### src/design/xre_pkg.sv
// xre_pkg: shared types and constants of the xmodem receive engine
// no dependencies; imported by every module of the block
`timescale 1ns / 1ps
`default_nettype none

package xre_pkg;

	// link control characters
	localparam logic [7:0] CH_SOH = 8'h01;
	localparam logic [7:0] CH_STX = 8'h02;
	localparam logic [7:0] CH_EOT = 8'h04;
	localparam logic [7:0] CH_ACK = 8'h06;
	localparam logic [7:0] CH_NAK = 8'h15;
	localparam logic [7:0] CH_C   = 8'h43;
	localparam logic [7:0] CH_CR  = 8'h0D;

	// frame sizes count the payload plus number, complement and two crc bytes, not the header
	localparam int FRAME_SHORT = 132;
	localparam int FRAME_LONG  = 1028;
	localparam int POS_W       = 11;
	localparam logic [POS_W-1:0] PAYLOAD_SHORT = POS_W'(FRAME_SHORT - 4);
	localparam logic [POS_W-1:0] PAYLOAD_LONG  = POS_W'(FRAME_LONG - 4);
	localparam logic [8:0] CMPL_SUM = 9'd255;

	localparam logic [15:0] CRC_POLY = 16'h1021;

	typedef enum logic [1:0] {
		KIND_NAME    = 2'd0,
		KIND_PAYLOAD = 2'd1,
		KIND_REPLY   = 2'd2,
		KIND_END     = 2'd3
	} kind_t;

	typedef enum logic [1:0] {
		VERD_NONE   = 2'd0,
		VERD_COMMIT = 2'd1,
		VERD_DUP    = 2'd2,
		VERD_CRC    = 2'd3
	} verdict_t;

	localparam logic [2:0] ST_RUNNING   = 3'd0;
	localparam logic [2:0] ST_COMPLETE  = 3'd1;
	localparam logic [2:0] ST_BAD_HDR   = 3'd2;
	localparam logic [2:0] ST_BAD_CMPL  = 3'd3;
	localparam logic [2:0] ST_SEQ_ERR   = 3'd4;
	localparam logic [2:0] ST_NAME_LONG = 3'd5;

	typedef enum logic [2:0] {
		PH_NAME    = 3'd0,
		PH_HEADER  = 3'd1,
		PH_NUMBER  = 3'd2,
		PH_COMPL   = 3'd3,
		PH_PAYLOAD = 3'd4,
		PH_CRC_HI  = 3'd5,
		PH_CRC_LO  = 3'd6,
		PH_DONE    = 3'd7
	} phase_t;

	typedef struct packed {
		logic [7:0] rx_byte;
		logic       new_session;
	} in_word_t;

	typedef struct packed {
		logic [1:0] out_kind;
		logic [7:0] out_byte;
		logic [1:0] block_verdict;
		logic [2:0] end_status;
	} out_word_t;

endpackage

`default_nettype wire

### src/design/xre_crc.sv
// xre_crc: one-byte update of crc-16/xmodem (poly 0x1021, msb first)
// depends on xre_pkg for the polynomial
`timescale 1ns / 1ps
`default_nettype none

module xre_crc
	import xre_pkg::*;
(
	input  wire logic [15:0] crc,
	input  wire logic [7:0]  data,
	output logic [15:0]      crc_next
);

	always_comb begin
		logic [15:0] c;
		c = crc ^ {data, 8'h00};
		for (int i = 0; i < 8; i++) begin
			if (c[15]) begin
				c = {c[14:0], 1'b0} ^ CRC_POLY;
			end else begin
				c = {c[14:0], 1'b0};
			end
		end
		crc_next = c;
	end

endmodule

`default_nettype wire

### src/design/xre_parser.sv
// xre_parser: session phase machine, frame registers and frame-end checks
// depends on xre_pkg and xre_crc
`timescale 1ns / 1ps
`default_nettype none

module xre_parser
	import xre_pkg::*;
#(
	parameter int NAME_MAX = 19
) (
	input  wire logic     clk,
	input  wire logic     arst_n,
	input  wire logic     step,
	input  wire in_word_t word,
	output logic          emit,
	output out_word_t     res
);

	localparam int NL_W = $clog2(NAME_MAX + 1);
	localparam logic [NL_W-1:0] NAME_LIMIT = NL_W'(NAME_MAX);

	phase_t           phase_q, phase_d;
	logic [POS_W-1:0] pos_q;
	logic             long_q;
	logic [7:0]       num_q;
	logic [7:0]       cmpl_q;
	logic [15:0]      crc_q;
	logic [7:0]       crc_hi_q;
	logic [7:0]       last_good_q;
	logic [NL_W-1:0]  name_len_q;

	logic [15:0]      crc_next;
	logic [POS_W-1:0] pos_next;
	logic [POS_W-1:0] payload_len;
	logic [7:0]       b;
	logic             name_full, cmpl_bad, dup, crc_bad, seq_bad;

	xre_crc u_crc (
		.crc      (crc_q),
		.data     (word.rx_byte),
		.crc_next (crc_next)
	);

	assign b           = word.rx_byte;
	assign pos_next    = pos_q + POS_W'(1);
	assign payload_len = long_q ? PAYLOAD_LONG : PAYLOAD_SHORT;
	assign name_full   = name_len_q >= NAME_LIMIT;
	assign cmpl_bad    = ({1'b0, num_q} + {1'b0, cmpl_q}) != CMPL_SUM;
	assign dup         = num_q == last_good_q;
	assign crc_bad     = (crc_hi_q != crc_q[15:8]) || (b != crc_q[7:0]);
	assign seq_bad     = num_q != (last_good_q + 8'd1);

	// next phase
	always_comb begin
		phase_d = phase_q;
		case (phase_q)
			PH_NAME: begin
				if (b == CH_CR) phase_d = PH_HEADER;
				else if (name_full) phase_d = PH_DONE;
			end
			PH_HEADER: begin
				if (b == CH_SOH || b == CH_STX) phase_d = PH_NUMBER;
				else phase_d = PH_DONE;
			end
			PH_NUMBER:  phase_d = PH_COMPL;
			PH_COMPL:   phase_d = PH_PAYLOAD;
			PH_PAYLOAD: begin
				if (pos_next >= payload_len) phase_d = PH_CRC_HI;
			end
			PH_CRC_HI:  phase_d = PH_CRC_LO;
			PH_CRC_LO: begin
				if (cmpl_bad) phase_d = PH_DONE;
				else if (dup || crc_bad) phase_d = PH_HEADER;
				else if (seq_bad) phase_d = PH_DONE;
				else phase_d = PH_HEADER;
			end
			PH_DONE:    phase_d = PH_DONE;
			default:    phase_d = PH_DONE;
		endcase
		if (word.new_session) phase_d = PH_NAME;
	end

	// result word
	always_comb begin
		emit = 1'b0;
		res  = '{out_kind: KIND_REPLY, out_byte: 8'h00,
			block_verdict: VERD_NONE, end_status: ST_RUNNING};
		case (phase_q)
			PH_NAME: begin
				emit = 1'b1;
				if (b == CH_CR) begin
					res.out_byte = CH_C;
				end else if (name_full) begin
					res.out_kind   = KIND_END;
					res.end_status = ST_NAME_LONG;
				end else begin
					res.out_kind = KIND_NAME;
					res.out_byte = b;
				end
			end
			PH_HEADER: begin
				if (b == CH_EOT) begin
					emit           = 1'b1;
					res.out_byte   = CH_ACK;
					res.end_status = ST_COMPLETE;
				end else if (b != CH_SOH && b != CH_STX) begin
					emit           = 1'b1;
					res.out_kind   = KIND_END;
					res.end_status = ST_BAD_HDR;
				end
			end
			PH_PAYLOAD: begin
				emit         = 1'b1;
				res.out_kind = KIND_PAYLOAD;
				res.out_byte = b;
			end
			PH_CRC_LO: begin
				emit = 1'b1;
				if (cmpl_bad) begin
					res.out_kind   = KIND_END;
					res.end_status = ST_BAD_CMPL;
				end else if (dup) begin
					res.out_byte      = CH_ACK;
					res.block_verdict = VERD_DUP;
				end else if (crc_bad) begin
					res.out_byte      = CH_NAK;
					res.block_verdict = VERD_CRC;
				end else if (seq_bad) begin
					res.out_kind   = KIND_END;
					res.end_status = ST_SEQ_ERR;
				end else begin
					res.out_byte      = CH_ACK;
					res.block_verdict = VERD_COMMIT;
				end
			end
			default: emit = 1'b0;
		endcase
		if (word.new_session) emit = 1'b0;
	end

	always_ff @(posedge clk or negedge arst_n) begin
		if (!arst_n) begin
			phase_q     <= PH_NAME;
			pos_q       <= '0;
			long_q      <= 1'b0;
			num_q       <= '0;
			cmpl_q      <= '0;
			crc_q       <= '0;
			crc_hi_q    <= '0;
			last_good_q <= '0;
			name_len_q  <= '0;
		end else if (step) begin
			phase_q <= phase_d;
			if (word.new_session) begin
				pos_q       <= '0;
				long_q      <= 1'b0;
				num_q       <= '0;
				cmpl_q      <= '0;
				crc_q       <= '0;
				crc_hi_q    <= '0;
				last_good_q <= '0;
				name_len_q  <= '0;
			end else begin
				case (phase_q)
					PH_NAME: begin
						if (b != CH_CR && !name_full) name_len_q <= name_len_q + NL_W'(1);
					end
					PH_HEADER: begin
						if (b == CH_SOH || b == CH_STX) begin
							long_q <= (b == CH_STX);
							pos_q  <= '0;
							crc_q  <= '0;
						end
					end
					PH_NUMBER:  num_q <= b;
					PH_COMPL:   cmpl_q <= b;
					PH_PAYLOAD: begin
						crc_q <= crc_next;
						pos_q <= pos_next;
					end
					PH_CRC_HI:  crc_hi_q <= b;
					PH_CRC_LO: begin
						if (!cmpl_bad && !dup && !crc_bad && !seq_bad) last_good_q <= num_q;
					end
					default: ;
				endcase
			end
		end
	end

endmodule

`default_nettype wire

### src/design/xmodem_receive_engine.sv
// xmodem_receive_engine: top level with input stage and result register
// depends on xre_pkg and xre_parser
`timescale 1ns / 1ps
`default_nettype none

// Receiver for an XMODEM-CRC / XMODEM-1K session, one link byte per word. A
// word is taken into an input register and processed by the phase machine
// once the result register is free; the machine updates the CRC and frame
// state and loads the result register. One word per cycle is sustained while
// result_stall is low. While a result waits under stall, one more word can
// be taken into the input register. A word with new_session set clears all
// session state and gives no result. Bytes after the session ends give no result.
module xmodem_receive_engine
	import xre_pkg::*;
#(
	parameter int NAME_MAX = 19
) (
	input  wire logic     clk,
	input  wire logic     arst_n,
	input  wire logic     item_valid,
	output logic          item_stall,
	input  wire in_word_t item,
	output logic          result_valid,
	input  wire logic     result_stall,
	output out_word_t     result
);

	logic      valid_s1;
	in_word_t  item_s1;
	logic      result_valid_q;
	out_word_t result_q;
	logic      out_ready, step, emit;
	out_word_t res;

	assign out_ready    = !result_valid_q || !result_stall;
	assign step         = valid_s1 && out_ready;
	assign item_stall   = valid_s1 && !out_ready;
	assign result_valid = result_valid_q;
	assign result       = result_q;

	xre_parser #(
		.NAME_MAX (NAME_MAX)
	) u_parser (
		.clk    (clk),
		.arst_n (arst_n),
		.step   (step),
		.word   (item_s1),
		.emit   (emit),
		.res    (res)
	);

	always_ff @(posedge clk or negedge arst_n) begin
		if (!arst_n) begin
			valid_s1 <= 1'b0;
		end else if (item_valid && !item_stall) begin
			valid_s1 <= 1'b1;
		end else if (step) begin
			valid_s1 <= 1'b0;
		end
	end

	always_ff @(posedge clk) begin
		if (item_valid && !item_stall) item_s1 <= item;
	end

	always_ff @(posedge clk or negedge arst_n) begin
		if (!arst_n) begin
			result_valid_q <= 1'b0;
		end else if (out_ready) begin
			result_valid_q <= step && emit;
		end
	end

	always_ff @(posedge clk) begin
		if (step && emit) result_q <= res;
	end

endmodule

`default_nettype wire

### config.mk
export PLATFORM = sky130hd
export DESIGN_NAME = xmodem_receive_engine
export DESIGN_NICKNAME = d
export VERILOG_FILES = /design/src/design/xre_pkg.sv /design/src/design/xre_crc.sv /design/src/design/xre_parser.sv /design/src/design/xmodem_receive_engine.sv
export SDC_FILE = /design/constraint.sdc
export NUM_CORES = 1
export LEC_CHECK = 0
export ABC_AREA = 1
export BUFFER_PORTS_ARGS = -buffer_cell sky130_fd_sc_hd__buf_4
export CORE_AREA = 2 2 101 103
export CTS_CLUSTER_DIAMETER = 50
export DETAILED_ROUTE_END_ITERATION = 10
export DIE_AREA = 0 0 103 105
export MAX_ROUTING_LAYER = met4
export PLACE_DENSITY_LB_ADDON = 0.12
export SYNTH_ARGS = -nofsm -noshare
export SYNTH_HDL_FRONTEND = slang
export SYNTH_SLANG_ARGS = --single-unit
### constraint.sdc
create_clock -name clk -period 2.4 [get_ports clk]
set_input_delay 0.36 -clock clk [delete_from_list [all_inputs] [get_ports clk]]
set_output_delay 0.36 -clock clk [all_outputs]
set_load 0.05 [all_outputs]
-- Word level (Yosys, flattened, before mapping)
Index checks and enable logic that the tools add are counted.
- add/subtract/negate cells: 4
- $lt $le $gt $ge: 2
- equal/unequal tests: 22
- multiplexer cells: 70
- bitwise operators: 10
- reductions and logical operators: 45
- operators by type and width (cell ; count):
    two-way mux 13 bit ; 8
    two-way mux 8 bit ; 11
    two-way mux 3 bit ; 16
    case mux 10 bit (4 select lines) ; 1
    two-way mux 11 bit ; 3
    two-way mux 16 bit ; 2
    case mux 16 bit (2 select lines) ; 1
    two-way mux 10 bit ; 3
    != test 8 bit ; 3
    inverter 3 bit ; 8
    case mux 3 bit (8 select lines) ; 1
    case mux 11 bit (2 select lines) ; 1
    two-way mux 5 bit ; 4
    nonzero test 2 bit ; 10
    bitwise XOR 16 bit ; 1
    AND reduction 3 bit ; 5
    two-way mux 2 bit ; 7
    equality test 3 bit (second input constant) ; 4
    adder 11 x 1 -> 11 bit (second input constant) ; 1
    greater-or-equal comparator 11 bit ; 1
    two-way mux 1 bit ; 10
    adder 8 x 8 -> 9 bit ; 1
    logical AND 1 bit ; 9
    logical NOT 1 bit ; 9
    25 further kinds ; 33
- bits in registers: 94
- output and inout port bits: 17

-- Logic depth before layout (Yosys ltp)
Gate-level depths: netlist (run 1).
- depth in word-level cells: 19
- depth in mapped cells: 16
- depth with buffers taken out: 16

-- Cells and area by module
Synthesis (run 1) repeated with hierarchy kept, for this count alone.
- cell total of the unflattened synthesis: 765
- area, all modules: 5834.3 um2
- by module, submodules not included (module ; times used ; cells an instance ; area each (um2)):
    xre_parser ; 1 ; 611 ; 4523.1
    xmodem_receive_engine ; 1 ; 39 ; 822.0
    xre_crc ; 1 ; 115 ; 489.2

-- Worst setup path after synthesis (run 1)
No wires, ideal clock.
- kind: reg-to-reg
- from: register u_parser.pos_q[1]
- to: register u_parser.phase_q[1]
- library setup time: 0.116 ns
- data arrival time: 2.122 ns
- required time: 2.284 ns
- slack: 0.161 ns
- stages on the path, launching flop included: 17
- clock period less this slack: 2.239 ns
- cells stage by stage: dfrtp_1 -> ha_1 -> nand2_1 -> nor2_2 -> nand3_1 -> nor2_1 -> xor2_1 -> inv_1 -> ha_1 -> nand3_1 -> nand2_1 -> nor2_1 -> nand3_1 -> nand2_1 -> nor2_1 -> nand2_1 -> nand2_1
- longest elaborated chain between the ends: 4
- ends and longest elaborated chain (element ; line ; source):
    from (decl) ; xre_parser.sv:23 ; logic [POS_W-1:0] pos_q;
    from (signal assigned) ; xre_parser.sv:179 ; pos_q <= pos_next;
    adder 11 x 1 -> 11 bit ; xre_parser.sv:45 ; assign pos_next = pos_q + POS_W'(1);
    greater-or-equal comparator 11 bit ; xre_parser.sv:68 ; if (pos_next >= payload_len) phase_d = PH_CRC_HI;
    != test 3 x 2 -> 1 bit (no source line) ; -- ;
    AND reduction 3 bit (no source line) ; -- ;
    to (signal assigned) ; xre_parser.sv:153 ; phase_q <= phase_d;
    to (decl) ; xre_parser.sv:22 ; phase_t phase_q, phase_d;
Every way passes these cells.
A chain may end at the register's enable or synchronous reset.

-- Worst setup path after layout (run 1)
Ends and elaborated chain as after synthesis.

==> flow_metrics.py, run 1 <==
metrics = {
    "power_and_ir_drop": {
        "clkPwrFrac_pct": 15.8,
        "p_int_w": 0.00344,
        "seqPwrFrac_pct": 40.8,
        "peakVddDrop_uv": 460,
        "p_sw_w": 0.00251,
        "powerDensity_mw_per_mm2": 1010,
        "power.leakage_nw": 2.83,
        "swShare_pct": 42.2,
        "p_comb_share_pct": 43.5,
    },
    "routing": {
        "drtPass1Iterations": 6,
        "wl_per_cell_um": 14.5,
        "vias_per_cell": 5.34,
        "routed_wl_mm": 11.7,
        "drcViolationCount": 0,
        "detail-route-antenna-nets": 0,
        "drt_iter0_markers": 222,
        "vias": 4318,
    },
    "sta": {
        "fin_hold_ws_ps": 114,
        "finalCritPeriodShare_pct": 102,
        "worst_slew_pin_slew_ps": 1110,
        "finClkSkew_ps": 14.9,
        "fmax_ghz": 0.410,
        "setup_violations": 3,
        "relSlewSlack_pct": 25.3,
        "rsz0062_at_grt": "yes",
        "timing.final.ws_setup_ps": -39.9,
        "hold_violations": 0,
        "slew_viol_final": 0,
        "min_period_ps": 2440,
    },
    "floorplanning": {
        "initial_utilization_pct": 54.1,
        "core_area_sq_mm": 0.00964,
        "design.die.area_sq_mm": 0.0108,
        "die_h_um": 105,
        "die_w_um": 103,
        "ios": 30,
        "rows": 36,
    },
    "synthesis": {
        "synth.distinct_cells": 39,
        "seq_area_frac_synth_pct": 47.4,
        "synthArstFlopShare_pct": 74.5,
        "syn_area_sq_mm": 0.00522,
        "synthMuxAreaShare_pct": 0,
        "synth_top_family_by_area": "simple AND/OR/NAND/NOR gates",
        "synth_ff_type": "dfrtp_1",
        "avgSynthCellArea_sq_um": 8.35,
        "syn-instance-count": 625,
        "synth-seq-cells": 94,
        "synthSimpleGateAreaFrac_pct": 24.8,
        "synth-adder-area-share_pct": 3.50,
        "synth_xor_area_share_pct": 9.06,
        "synth-edff-count": 24,
        "synth-compound-area-share_pct": 8.82,
        "yosys_warnings": 0,
        "synth_nets": 652,
    },
    "cells_and_area": {
        "nets": 698,
        "final_layout_size_suffix_gt1_share_pct": 15.7,
        "antenna_cells": 0,
        "final_cell_mix": "149 x nand2_1, 68 x dfrtp_1, 60 x nor2_1",
        "fin_util_pct": 61.5,
        "layout_commonest_cell": "nand2_1",
        "syn2layout_area_growth_pct": 13.5,
    },
    "critical_path": {
        "start_kind": "flip-flop",
        "arrival_ps": 2750,
        "critPathKind": "reg2reg",
        "end_kind": "flip-flop",
        "crit_fanout": 5,
        "worst-endpoint-required_ps": 2710,
        "worst-r2r-setup-slack_ps": -40,
    },
    "global_routing": {
        "grt.total_usage_pct": 24.0,
        "antenna_found_initial": 0,
        "first_global_vias": 4099,
        "grt_max_degree": 71,
        "overflow": 0,
        "grt_pass1_wl_mm": 19.7,
    },
    "cts": {
        "clkLatencyLatePin_ps": 370,
        "htreeDepth": 3,
        "path_clk_slew_ps": 80,
        "clk_path_buf_depth": 2,
        "hold_buffers": 0,
        "cts.sinks": 94,
        "numCtsBuffers": 9,
        "cts_tree": "done",
        "root_buffer": "clkbuf_8",
    },
    "placed_design": {
        "gp_congestion": 0.899,
        "place_ws_ps": 14.8,
        "hpwl_mm": 8.58,
        "port_buffers": 29,
    },
    "status": {
        "violations": "negative setup slack",
        "status": "finished with violations",
    },
    "job": {
        "maxCapViolations": 0,
    },
    "worst_hold_path": {
        "hp-class": "in2async",
    },
}
metrics by stage:
| stage | power [W] | std cells | TNS (ps) | cell area (sq um) |
|---|---|---|---|---|
| final | 0.00596 | 809 | -72.3 | 5920 |
| after global routing | 0.00643 | 809 | -703 | 5920 |
| after CTS | 0.00592 | 807 | 0 | 5830 |
| after detailed placement | 0.00498 | 789 | 0 | 5640 |
| after global placement | 0.00491 | 789 | 0 | 5640 |
| after floorplan | 0.00431 | 625 | 0 | 5220 |
power by group through the flow:
stage | combinational, W | clock [W] | sequential (W)
2_1_floorplan | 0.00176 | 0 | 0.00255
3_3_place_gp | 0.00247 | 0 | 0.00244
3_5_place_dp | 0.00252 | 0 | 0.00246
4_1_cts | 0.00254 | 0.000950 | 0.00242
5_1_grt | 0.00293 | 0.00102 | 0.00248
6_report | 0.00259 | 0.000940 | 0.00243
per-layer routing:
metal  up-vias  GRT usage [%]  wire, um
met3        18           3.21       477
li1       2129              -         -
met1      2073           33.0      5340
met2        98           36.5      5720
met4         0           8.08       201
met5         -              -         0
sequential cells by signal (all words and copies together) (netlist names), 3 cells and up:
| register | flops |
|---|---|
| item_s1 | 9 |
| u_parser.last_good_q | 8 |
| u_parser.num_q | 8 |
| u_parser.name_len_q | 5 |
| u_parser.cmpl_q | 8 |
| u_parser.pos_q | 11 |
| u_parser.crc_hi_q | 8 |
| u_parser.phase_q | 3 |
| result | 15 |
| u_parser.crc_q | 16 |
critical path: stages, from the launching register on:
cell and delay, ps:
dfrtp_1 430, ha_2 240, nand2_2 80, nor2_4 130
nand3_2 110, nor2_2 130, xor2_1 190, inv_1 100
ha_4 290, inv_1 40, nor2_1 140, nand2_1 70
nand3_1 90, nand2_2 100, nor2_4 120, nand2_1 50
nand2_1 60
cells in the mapped netlist (2+ instances only):
| cell type | count | share of area, % |
|---|---|---|
| or2_1 | 4 | 0.48 |
| o22ai_1 | 8 | 0.96 |
| clkbuf_1 | 5 | 0.36 |
| nand3_1 | 41 | 3.9 |
| xnor2_1 | 25 | 4.2 |
| buf_6 | 2 | 0.43 |
| nor2_2 | 6 | 0.72 |
| dfrtp_1 | 70 | 34 |
| a21oi_1 | 14 | 1.3 |
| inv_1 | 54 | 3.9 |
| o21ai_0 | 27 | 2.6 |
| nor2_1 | 64 | 4.6 |
| nand2_2 | 3 | 0.36 |
| o21ai_1 | 28 | 2.7 |
| ha_1 | 13 | 3.1 |
| nand4_1 | 17 | 2.0 |
| buf_2 | 5 | 0.48 |
| xor2_1 | 29 | 4.9 |
| nand3_2 | 2 | 0.38 |
| edfxtp_1 | 24 | 14 |
| inv_2 | 15 | 1.1 |
| nand2_1 | 151 | 11 |
| nor3_1 | 2 | 0.19 |
timing repair:
action / in CTS / in global routing
buffers inserted: 2 / 2
gates resized for setup: 0 / 20
pin swaps: 1 / 20
endpoints found under the setup margin: 1 / 22
cell type report:
type	count	area (sq um)
clock buffer	13	149
tap	133	166
sequential	94	2470
multi-input combinational	448	2480
fill	901	3710
clock inverter	3	12.5
timing repair buffer	48	377
inverter	70	263
path summary, 6_finish.rpt:
check / depth (start not counted) / startpoint / endpoint
min in group clk: 1 / item[7] / item_s1[7]
max reg2reg: 16 / u_parser.pos_q[1] / u_parser.phase_q[1]
max: 16 / u_parser.pos_q[1] / u_parser.phase_q[1]
min reg2reg: 2 / u_parser.cmpl_q[7] / u_parser.cmpl_q[7]
min: 1 / arst_n / u_parser.last_good_q[5]
max in group asynchronous: 1 / arst_n / u_parser.pos_q[2]
logic make-up (layout without fill, tap and decap cells):
logic type | Yosys count | after routing
xor+xnor | 54 | 54
flops | 94 | 94
compound gates | 84 | 84
fa+ha+maj | 14 | 14
buf+inv | 83 | 134
simple gates | 296 | 296
No activity file was read; power rests on OpenSTA's default activity.
==> run 2: changes to the inputs <==
--- a/config.mk
+++ b/config.mk
@@ -7,10 +7,11 @@
 export LEC_CHECK = 0
 export ABC_AREA = 1
 export BUFFER_PORTS_ARGS = -buffer_cell sky130_fd_sc_hd__buf_4
-export CORE_AREA = 2 2 101 103
+export CORE_AREA = 2 2 99 101
+export CTS_BUF_LIST = sky130_fd_sc_hd__clkbuf_4
 export CTS_CLUSTER_DIAMETER = 50
 export DETAILED_ROUTE_END_ITERATION = 10
-export DIE_AREA = 0 0 103 105
+export DIE_AREA = 0 0 101 103
 export MAX_ROUTING_LAYER = met4
 export PLACE_DENSITY_LB_ADDON = 0.12
 export SYNTH_ARGS = -nofsm -noshare
==> run 2 against run 1 <==
The run now ends clean. Flip-flop and latch count did not move. Worst setup slack improved by 75 ps. Die area fell by 3.8%. Routed wire length fell by 3.2%. Clock skew rose by 2.2 ps. First-iteration DRC count rose by 3.2%. Critical path depth did not move. Combinational power barely moved. Cell count fell by 2.2%. Clock power rose by 4.9%. Largest power group unchanged.
==> flow_metrics.py, run 2 (synthesis gave the netlist of run 1 again) <==
metrics = {
    "critical_path": {
        "critPathMostFrequentCell": "nor2_2",
        "crit_fanout": 5,
        "worst-endpoint-required_ps": 2790,
        "crit_chain": "ha_2, nand2_2, nor2_4, nand3_2, nor2_2, xor2_1, inv_1, ha_4, nand3_2, nor2_2, nor2_1, nand3_1, nand2_2, nor2_2, nand2_1, nand2_1",
        "arrival_ps": 2760,
        "critPathKind": "reg2reg",
        "start_kind": "flip-flop",
        "slowest_stage": "dfrtp_1",
        "worst_path_largest_cell_delay_ps": 410,
        "end_kind": "flip-flop",
    },
    "floorplanning": {
        "rows": 36,
        "die_w_um": 101,
        "design.die.area_sq_mm": 0.0104,
        "initial_utilization_pct": 55.2,
        "die_h_um": 103,
        "core_area_sq_mm": 0.00946,
        "ios": 30,
    },
    "status": {
        "status": "finished, final reports clean",
    },
    "cts": {
        "root_buffer": "clkbuf_4",
        "path_clk_slew_ps": 140,
        "cts.sinks": 94,
        "clkLatencyLatePin_ps": 460,
        "htreeDepth": 3,
        "numCtsBuffers": 9,
        "clk_path_buf_depth": 2,
        "cts_tree": "done",
    },
    "routing": {
        "drtPass1Iterations": 5,
        "vias_per_cell": 5.32,
        "drt_iter0_markers": 229,
        "routed_wl_mm": 11.4,
        "vias": 4207,
        "detail-route-antenna-nets": 0,
        "wl_per_cell_um": 14.4,
        "drcViolationCount": 0,
    },
    "cells_and_area": {
        "top_register": "u_parser.crc_q",
        "fin_util_pct": 62.4,
        "syn2layout_area_growth_pct": 13.1,
        "antenna_cells": 0,
        "layout_commonest_cell": "nand2_1",
        "largest_reg_flops": 16,
        "final_cell_mix": "149 x nand2_1, 69 x dfrtp_1, 60 x nor2_1",
        "nets": 699,
        "final_layout_size_suffix_gt1_share_pct": 16.0,
    },
    "placed_design": {
        "gp_congestion": 0.905,
        "place_ws_ps": -5.99,
        "port_buffers": 29,
        "hpwl_mm": 8.57,
    },
    "power_and_ir_drop": {
        "power.leakage_nw": 2.84,
        "powerDensity_mw_per_mm2": 1020,
        "swShare_pct": 41.7,
        "p_sw_w": 0.00250,
        "clkPwrFrac_pct": 16.4,
        "p_int_w": 0.00350,
        "p_comb_share_pct": 42.9,
        "peakVddDrop_uv": 589,
        "seqPwrFrac_pct": 40.6,
    },
    "sta": {
        "worst_slew_pin_slew_ps": 607,
        "slew_viol_final": 0,
        "finClkSkew_ps": 17.0,
        "fmax_ghz": 0.423,
        "finalCritPeriodShare_pct": 98.5,
        "rsz0062_at_grt": "yes",
        "relSlewSlack_pct": 59.5,
        "setup_violations": 0,
        "timing.final.ws_setup_ps": 35.1,
        "min_period_ps": 2360,
        "hold_violations": 0,
    },
    "worst_hold_path": {
        "hp-class": "in2reg",
    },
    "global_routing": {
        "overflow": 0,
        "antenna_found_initial": 0,
        "grt_max_degree": 47,
        "first_global_vias": 4054,
        "grt.total_usage_pct": 24.5,
        "grt_pass1_wl_mm": 19.3,
    },
    "job": {
        "maxCapViolations": 0,
    },
}
-- run 2: critical path: cells and delay by family (launching register included) --
family                   cells  cell delay, ps
XOR/XNOR                     1             180
buffers and inverters        1             100
flip-flops                   1             410
AND/OR/NAND/NOR             12            1120
adder cells (fa/ha/maj)      2             500
-- run 2: repair_timing --
| action | CTS | global route |
|---|---|---|
| hold endpoints to repair | 45 | 0 |
| setup endpoints to repair | 6 | 19 |
| pin swaps | 1 | 14 |
| hold buffers | 1 | 0 |
| resized for setup | 1 | 13 |
| setup buffers | 2 | 2 |
-- run 2: worst paths after layout --
check	startpoint	end	cells after the start	slack (ps)
worst max-delay path	u_parser.pos_q[1]	u_parser.phase_q[2]	16	40
worst min-delay path	item[8]	item_s1[8]	1	80
worst max register to register	u_parser.pos_q[1]	u_parser.phase_q[2]	16	40
worst min register to register	u_parser.cmpl_q[6]	u_parser.cmpl_q[6]	2	510
max in group asynchronous	arst_n	u_parser.num_q[5]	3	1390
min in group asynchronous	arst_n	u_parser.name_len_q[0]	2	440
-- run 2: power groups by stage --
| stage | clock (W) | combinational, W | sequential (W) |
|---|---|---|---|
| 3_5_place_dp | 0 | 0.00251 | 0.00247 |
| 6_report | 0.000986 | 0.00258 | 0.00244 |
| 3_3_place_gp | 0 | 0.00245 | 0.00246 |
| 5_1_grt | 0.00107 | 0.00289 | 0.00250 |
| 2_1_floorplan | 0 | 0.00176 | 0.00255 |
| 4_1_cts | 0.00100 | 0.00254 | 0.00244 |
-- run 2: layout make-up --
type / count / area (sq um)
Fill cell: 812 / 3560
Inverter: 70 / 263
Multi-Input combinational cell: 448 / 2460
Sequential cell: 94 / 2470
Tap cell: 114 / 143
Timing Repair Buffer: 49 / 395
Clock buffer: 12 / 90.1
Clock inverter: 4 / 71.3
-- run 2: metal layers --
layer  GRT usage [%]  wire length (um)  vias to the layer above
li1                -                 -                     2142
met1            32.7              5390                     1972
met2            38.7              5470                       74
met3            3.32               325                       19
met4            9.25               178                        0
met5               -                 0                        -
-- run 2: per-stage QoR --
stage | cell area, sq um | total power, W | setup TNS, ps | hold slack (ps) | cells
2_1_floorplan | 5220 | 0.00431 | 0 | 64.4 | 625
3_3_place_gp | 5630 | 0.00491 | 0 | 413 | 770
3_5_place_dp | 5630 | 0.00499 | -8.90 | 409 | 770
4_1_cts | 5830 | 0.00597 | 0 | 55.5 | 789
5_1_grt | 5900 | 0.00646 | -415 | 41.5 | 791
6_report | 5900 | 0.00600 | 0 | 75.5 | 791
